### src/design/mpv_pkg.sv
// Shared constants, codes and types of the matrix product verifier.
// Used by the verifier top, mpv_cell and the test files; depends on nothing.
package mpv_pkg;

  // Array geometry and arithmetic widths
  localparam int MAX_SIZE  = 16;
  localparam int ELEM_W    = 16;
  localparam int ACC_W     = 48;
  localparam int IDX_W     = $clog2(MAX_SIZE);
  localparam int SIZE_W    = $clog2(MAX_SIZE + 1);
  localparam int BX_W      = ELEM_W + IDX_W + 1;
  localparam int PROD_W    = ELEM_W + BX_W;
  localparam int RAM_AW    = IDX_W + 2;
  localparam int RAM_DEPTH = 3 << IDX_W;
  localparam int STEP_W    = $clog2(2 * MAX_SIZE + 1);
  // drain length that lets a cell's last read reach its accumulator
  localparam int PIPE_LAT  = 2;

  // Fixed field widths of the ports
  localparam int CMD_W      = 2;
  localparam int SEL_W      = 2;
  localparam int POS_W      = 4;
  localparam int VALUE_W    = 16;
  localparam int RAND_W     = 16;
  localparam int MSIZE_W    = 5;
  localparam int RCOUNT_W   = 6;
  localparam int CFG_IDX_W  = 2;
  localparam int CFG_DATA_W = 6;

  // Commands
  localparam logic [CMD_W-1:0] CMD_LOAD    = 2'd0;
  localparam logic [CMD_W-1:0] CMD_ROUND   = 2'd1;
  localparam logic [CMD_W-1:0] CMD_RESTART = 2'd2;

  // Matrix selects, also the upper bits of a cell RAM address
  localparam logic [SEL_W-1:0] SEL_A = 2'd0;
  localparam logic [SEL_W-1:0] SEL_B = 2'd1;
  localparam logic [SEL_W-1:0] SEL_C = 2'd2;

  // Configuration register indexes and reset values
  localparam logic [CFG_IDX_W-1:0] CFG_MATRIX_SIZE = 2'd0;
  localparam logic [CFG_IDX_W-1:0] CFG_ROUND_COUNT = 2'd1;
  localparam logic [MSIZE_W-1:0]   MATRIX_SIZE_RST = 5'd16;
  localparam logic [RCOUNT_W-1:0]  ROUND_COUNT_RST = 6'd10;

  // Cell operation for the current read
  typedef enum logic [1:0] {
    OP_NONE,
    OP_ACC_B,
    OP_ACC_C,
    OP_ACC_A
  } mpv_op_e;

  // Sequencer states
  typedef enum logic [2:0] {
    ST_IDLE,
    ST_BC,
    ST_DRAIN1,
    ST_LOAD,
    ST_A,
    ST_DRAIN2,
    ST_DONE
  } mpv_state_e;

  // Control broadcast to every cell
  typedef struct packed {
    logic             clr;
    logic             load_ring;
    logic             rotate;
    mpv_op_e          op;
    logic [IDX_W-1:0] col;
    logic             xbit;
  } mpv_ctl_t;

  // Word passed around the ring: one entry of B*X with its column tag
  typedef struct packed {
    logic                    vld;
    logic signed [BX_W-1:0]  bx;
    logic [IDX_W-1:0]        col;
  } mpv_ring_t;

endpackage

### src/design/mpv_ram.sv
// Generic simple dual-port RAM: one write port, one registered read port.
// Standalone; no package dependency.
module mpv_ram #(
  parameter int WIDTH = 16,
  parameter int DEPTH = 48
) (
  input  logic                     clk_i,
  input  logic                     wr_en_i,
  input  logic [$clog2(DEPTH)-1:0] wr_addr_i,
  input  logic [WIDTH-1:0]         wr_data_i,
  input  logic [$clog2(DEPTH)-1:0] rd_addr_i,
  output logic [WIDTH-1:0]         rd_data_o
);

  logic [WIDTH-1:0] mem_q [DEPTH];
  logic [WIDTH-1:0] rd_data_q;

  // Write and read; read data is registered and lands in the cycle after the address
  always_ff @(posedge clk_i) begin
    if (wr_en_i) begin
      mem_q[wr_addr_i] <= wr_data_i;
    end
    rd_data_q <= mem_q[rd_addr_i];
  end

  assign rd_data_o = rd_data_q;

endmodule

### src/design/mpv_cell.sv
// One row cell: holds row r of A, B and C in a RAM, accumulates (B*X)[r],
// (C*X)[r] and (A*B*X)[r]. Uses mpv_pkg and mpv_ram.
module mpv_cell (
  input  logic                       clk_i,
  input  logic                       rst_ni,
  input  mpv_pkg::mpv_ctl_t          ctl_i,
  input  logic                       active_i,
  input  logic [mpv_pkg::IDX_W-1:0]  row_id_i,
  input  logic                       wr_en_i,
  input  logic [mpv_pkg::RAM_AW-1:0] wr_addr_i,
  input  logic [mpv_pkg::ELEM_W-1:0] wr_data_i,
  input  mpv_pkg::mpv_ring_t         ring_i,
  output mpv_pkg::mpv_ring_t         ring_o,
  output logic                       match_o
);
  import mpv_pkg::*;

  logic [RAM_AW-1:0]        rd_addr;
  logic [ELEM_W-1:0]        rd_data;
  logic                     use_s0;
  mpv_op_e                  op_s1_q, op_s2_q;
  logic                     use_s1_q;
  logic signed [BX_W-1:0]   bx_s1_q;
  logic signed [ELEM_W-1:0] elem_s;
  logic signed [PROD_W-1:0] prod;
  logic signed [ACC_W-1:0]  addend_d, addend_q;
  logic signed [BX_W-1:0]   bx_q;
  logic signed [ACC_W-1:0]  cx_q, abx_q;
  mpv_ring_t                ring_q;

  mpv_ram #(
    .WIDTH(ELEM_W),
    .DEPTH(RAM_DEPTH)
  ) u_ram (
    .clk_i    (clk_i),
    .wr_en_i  (wr_en_i),
    .wr_addr_i(wr_addr_i),
    .wr_data_i(wr_data_i),
    .rd_addr_i(rd_addr),
    .rd_data_o(rd_data)
  );

  // Pick the element to read: broadcast column for B and C, ring tag for A
  always_comb begin
    unique case (ctl_i.op)
      OP_ACC_B: rd_addr = {SEL_B, ctl_i.col};
      OP_ACC_C: rd_addr = {SEL_C, ctl_i.col};
      OP_ACC_A: rd_addr = {SEL_A, ring_q.col};
      default:  rd_addr = {SEL_A, ctl_i.col};
    endcase
    use_s0 = (ctl_i.op == OP_ACC_A) ? ring_q.vld : ctl_i.xbit;
  end

  // Track the operation alongside the RAM read and the product
  always_ff @(posedge clk_i or negedge rst_ni) begin
    if (!rst_ni) begin
      op_s1_q <= OP_NONE;
      op_s2_q <= OP_NONE;
    end else begin
      op_s1_q <= ctl_i.op;
      op_s2_q <= op_s1_q;
    end
  end

  // Align the ring word with the element it multiplies
  always_ff @(posedge clk_i) begin
    use_s1_q <= use_s0;
    bx_s1_q  <= ring_q.bx;
  end

  // Form the term: element times B*X entry for A, the element itself for B and C
  assign elem_s = signed'(rd_data);
  assign prod   = elem_s * bx_s1_q;

  always_comb begin
    case (op_s1_q) inside
      OP_ACC_A:           addend_d = use_s1_q ? ACC_W'(prod) : '0;
      OP_ACC_B, OP_ACC_C: addend_d = use_s1_q ? ACC_W'(elem_s) : '0;
      default:            addend_d = '0;
    endcase
  end

  always_ff @(posedge clk_i) begin
    addend_q <= addend_d;
  end

  // Accumulate into the sum that the operation names; clear at round start
  always_ff @(posedge clk_i) begin
    if (ctl_i.clr) begin
      bx_q  <= '0;
      cx_q  <= '0;
      abx_q <= '0;
    end else begin
      case (op_s2_q)
        OP_ACC_B: bx_q  <= bx_q + BX_W'(addend_q);
        OP_ACC_C: cx_q  <= cx_q + addend_q;
        OP_ACC_A: abx_q <= abx_q + addend_q;
        default:  ;
      endcase
    end
  end

  // Load own B*X entry into the ring, then pass words down the chain
  always_ff @(posedge clk_i) begin
    if (ctl_i.load_ring) begin
      ring_q <= '{vld: active_i, bx: bx_q, col: row_id_i};
    end else if (ctl_i.rotate) begin
      ring_q <= ring_i;
    end
  end

  assign ring_o  = ring_q;
  assign match_o = !active_i || (abx_q == cx_q);

endmodule

### config.mk
export PLATFORM = sky130hd
export DESIGN_NAME = mpv_cell
export DESIGN_NICKNAME = d
export VERILOG_FILES = /design/src/design/mpv_pkg.sv /design/src/design/mpv_ram.sv /design/src/design/mpv_cell.sv
export SDC_FILE = /design/constraint.sdc
export NUM_CORES = 2
export LEC_CHECK = 0
export BUFFER_PORTS_ARGS = -buffer_cell sky130_fd_sc_hd__buf_2
export CAP_MARGIN = 40
export CORE_MARGIN = 2
export CORE_UTILIZATION = 64
export CTS_BUF_LIST = sky130_fd_sc_hd__clkbuf_4 sky130_fd_sc_hd__clkbuf_8 sky130_fd_sc_hd__clkbuf_16
export DETAILED_ROUTE_END_ITERATION = 16
export PLACE_DENSITY = 0.81
export REMOVE_ABC_BUFFERS = 1
export SYNTH_ARGS = -nofsm -noshare
export SYNTH_HDL_FRONTEND = slang
export SYNTH_SLANG_ARGS = --single-unit
export TNS_END_PERCENT = 5
### constraint.sdc
create_clock -name clk_i -period 7.2 [get_ports clk_i]
set_clock_uncertainty 0.1 [all_clocks]
set_input_delay 1.44 -clock clk_i [delete_from_list [all_inputs] [get_ports clk_i]]
set_output_delay 1.44 -clock clk_i [all_outputs]
set_load 0.1 [all_outputs]
==> run_results.csv <==
group,metric,value,unit
timing,fmax,142,MHz
logic_synthesis,synth_area_per_cell,12.5,um^2
die,rows,108,
global_route,grt_max_degree,66,
logic_synthesis,synth_top_area_frac,0.428,
die,io_pins,93,
logic_synthesis,yosysSeqAreaShare,0.499,
critical_path,slowest_stage,"fa_1",
placement,place.port_buffers,92,
timing,period_minus_slack,7060,ps
cts,cts_setup_buffers,0,
die,fp.dieArea,0.0894,mm^2
logic_synthesis,synth-edff-count,794,
logic_synthesis,synth_area,0.0557,mm^2
logic_synthesis,synth_common_cells,"794 x edfxtp_1, 609 x nand2_1, 421 x inv_1",
critical_path,critPathMaxStageDelay,590,ps
logic_synthesis,synth.largest_area_cell,"edfxtp_1",
cts,clk_pin_slew,60,ps
global_route,grt-ovfl-total,0,
logic_synthesis,async_reset_ff_frac,0.00404,
critical_path,crit_family,"adder cells",
timing,tightest_slew,995,ps
cts,insertion_delay,700,ps
timing,slew_violations,0,
timing,setup_violations,0,
logic_synthesis,synthMostInstantiatedCell,"edfxtp_1",
timing,finalCritPeriodShare,0.981,
routing,first_pass_iters,6,
cts,cts-buffers-inserted,98,
run_status,status,"complete, no violations",
die,die-height,299,um
critical_path,critPathBufInv,5,
die,core_region_area,0.0865,mm^2
min_path,hp-class,"flip-flop to flip-flop",
cts,cts_tree,"done",
cts,clkSinkCount,990,
global_route,antenna_found_initial,8,
logic_synthesis,synth.top_cells.by_area,"edfxtp_1 43%, fa_1 12%, mux4_2 7.8%",
routing,routed_via_density,6.43,
layout,drive_gt1_frac,0.148,
timing,hold_viol,0,
cts,clockBufferDepth,3,
critical_path,path_cells,"buf_4 -> nand2_1 -> fa_1 -> inv_1 -> fa_1 -> fa_1 -> inv_1 -> fa_1 -> inv_1 -> fa_1 -> fa_1 -> ha_1 -> inv_1 -> a211oi_1 -> o311ai_1 -> o2111ai_1 -> a21boi_2 -> a211oi_1 -> nor3_1 -> o41ai_2 -> xnor2_1 -> o21ai_1",
global_route,grt_pass1_wl,227000,um
logic_synthesis,ys.flop_type,"edfxtp_1",
layout,nets,5191,
global_route,first_global_vias,38500,
global_route,track_usage,0.337,
critical_path,crit_type,"flip-flop to flip-flop",
critical_path,cp.arrival,7460,ps
routing,drt_iter0_drc,3998,
routing,vias,37500,
logic_synthesis,synth_warnings,0,
layout,area.sequential,0.0278,mm^2
critical_path,cp_common_cell,"fa_1",
critical_path,startpoint_type,"flip-flop",
die,die_width,299,um
layout,fillCellCount,5586,
timing,hold_ws,280,ps
critical_path,endpoint_kind,"flip-flop",
cts,root_buffer,"clkbuf_16",
routing,drtAntennaViolNets,0,
flow_run,maxCapViolations,0,
logic_synthesis,ys_seq_elements,990,
die,initial_utilization,0.644,
logic_synthesis,synthCells,4447,
placement,dp_hpwl,100000,um
critical_path,required,7600,ps
routing,post_drt_wl_per_cell,25.5,um
logic_synthesis,synth_cell_types,91,
layout,area.growth.synth_to_final,11.2,%
layout,multiInputGateArea,0.0256,mm^2
placement,gp_congestion,0.943,
routing,routed_wl,148000,um
timing,tns,0,ps
timing,maxSlewHeadroom,0.336,
routing,drc,0,
cts,cts_resized,0,
critical_path,crit_fanout,14,
cts,cts-hold-fix-buffers,0,
cts,h-tree-depth,3,
cell usage in the layout (no fill, tap or decap), types with 46 or more instances in the layout:
cell | Yosys | final
a21o_1 | 82 | 82
a21oi_1 | 256 | 256
and2_1 | 129 | 130
and3_1 | 46 | 46
buf_2 | 17 | 94
buf_4 | 14 | 109
clkbuf_16 | 0 | 101
dfxtp_1 | 192 | 175
edfxtp_1 | 794 | 794
fa_1 | 335 | 335
ha_1 | 207 | 207
inv_1 | 421 | 421
mux4_2 | 192 | 192
nand2_1 | 609 | 608
nand3_1 | 84 | 84
nor2_1 | 141 | 134
o21ai_0 | 105 | 105
xnor2_1 | 69 | 69
xor2_1 | 87 | 87
cells by family (layout without fill, tap and decap cells):
| family | Yosys count | in the layout | synth area share |
|---|---|---|---|
| compound gates | 683 | 683 | 0.0785 |
| xor+xnor | 156 | 156 | 0.0245 |
| flops | 990 | 990 | 0.499 |
| fa+ha+maj | 542 | 542 | 0.167 |
| other cells | 0 | 5 | 0 |
| mux | 235 | 235 | 0.0861 |
| simple gates | 1217 | 1217 | 0.102 |
| buf+inv | 624 | 841 | 0.0434 |
metal layers:
metal	track usage	part of all wire
met1	0.417	0.35
met2	0.568	0.49
met3	0.0547	0.087
met4	0.192	0.070
met5	0	0.00016
final timing paths:
kind | cells after the start | endpoint | slack [ps] | startpoint
setup / recovery | 22 | addend_q[35] | 140 | u_ram.rd_data_o[1]
hold / removal | 0 | bx_s1_q[0] | 280 | ring_o[4]
setup reg to reg | 22 | addend_q[35] | 140 | u_ram.rd_data_o[1]
hold reg to reg | 0 | bx_s1_q[0] | 280 | ring_o[4]
max in group asynchronous | 1 | op_s1_q[0] | 6360 | rst_ni
min in group asynchronous | 1 | op_s1_q[1] | 500 | rst_ni
sequential cells by signal, summed over array words and instances, names as in the netlist:
| name | count |
|---|---|
| addend_q | 37 |
| bx_q | 21 |
| bx_s1_q | 21 |
| ring_o | 26 |
| u_ram.mem_q | 768 |
| op_s2_q | 2 |
| abx_q | 48 |
| u_ram.rd_data_o | 16 |
| use_s1_q | 1 |
| cx_q | 48 |
| op_s1_q | 2 |
worst reg2reg max path, delay by kind of cell (launching register included):
kind / cells / cell delay [ps]
buffers and inverters: 5 / 530
AO/OA/AOI/OAI: 7 / 1950
AND/OR/NAND/NOR: 2 / 280
adder cells (fa/ha/maj): 7 / 3380
flip-flops: 1 / 450
XOR/XNOR: 1 / 200
cell type report:
| class | instances | share of cell area |
|---|---|---|
| multi-input cells | 2833 | 0.414 |
| clock buffers | 124 | 0.0442 |
| flip-flops and latches | 990 | 0.449 |
| clock inverters | 57 | 0.0114 |
| diodes | 5 | 0.000202 |
| repair buffers | 237 | 0.0325 |
| well taps | 1155 | 0.0233 |
| inverters | 423 | 0.0256 |
metrics by stage:
| step | cell area (um^2) | utilization | instances | setup slack [ps] |
|---|---|---|---|---|
| 4_1_cts | 61800 | 0.714 | 5813 | 106 |
| 6_report | 61900 | 0.716 | 5824 | 139 |
| 2_1_floorplan | 54900 | - | 4246 | -13980 |
| 5_1_grt | 61900 | 0.716 | 5819 | -10.7 |
| 3_3_place_gp | 57900 | 0.669 | 5610 | 220 |
| 3_5_place_dp | 58300 | 0.674 | 5632 | 185 |
Power is left out: the tool's default activity adds up to more than one toggle a clock period on the data nets, which glitch-free logic cannot reach.
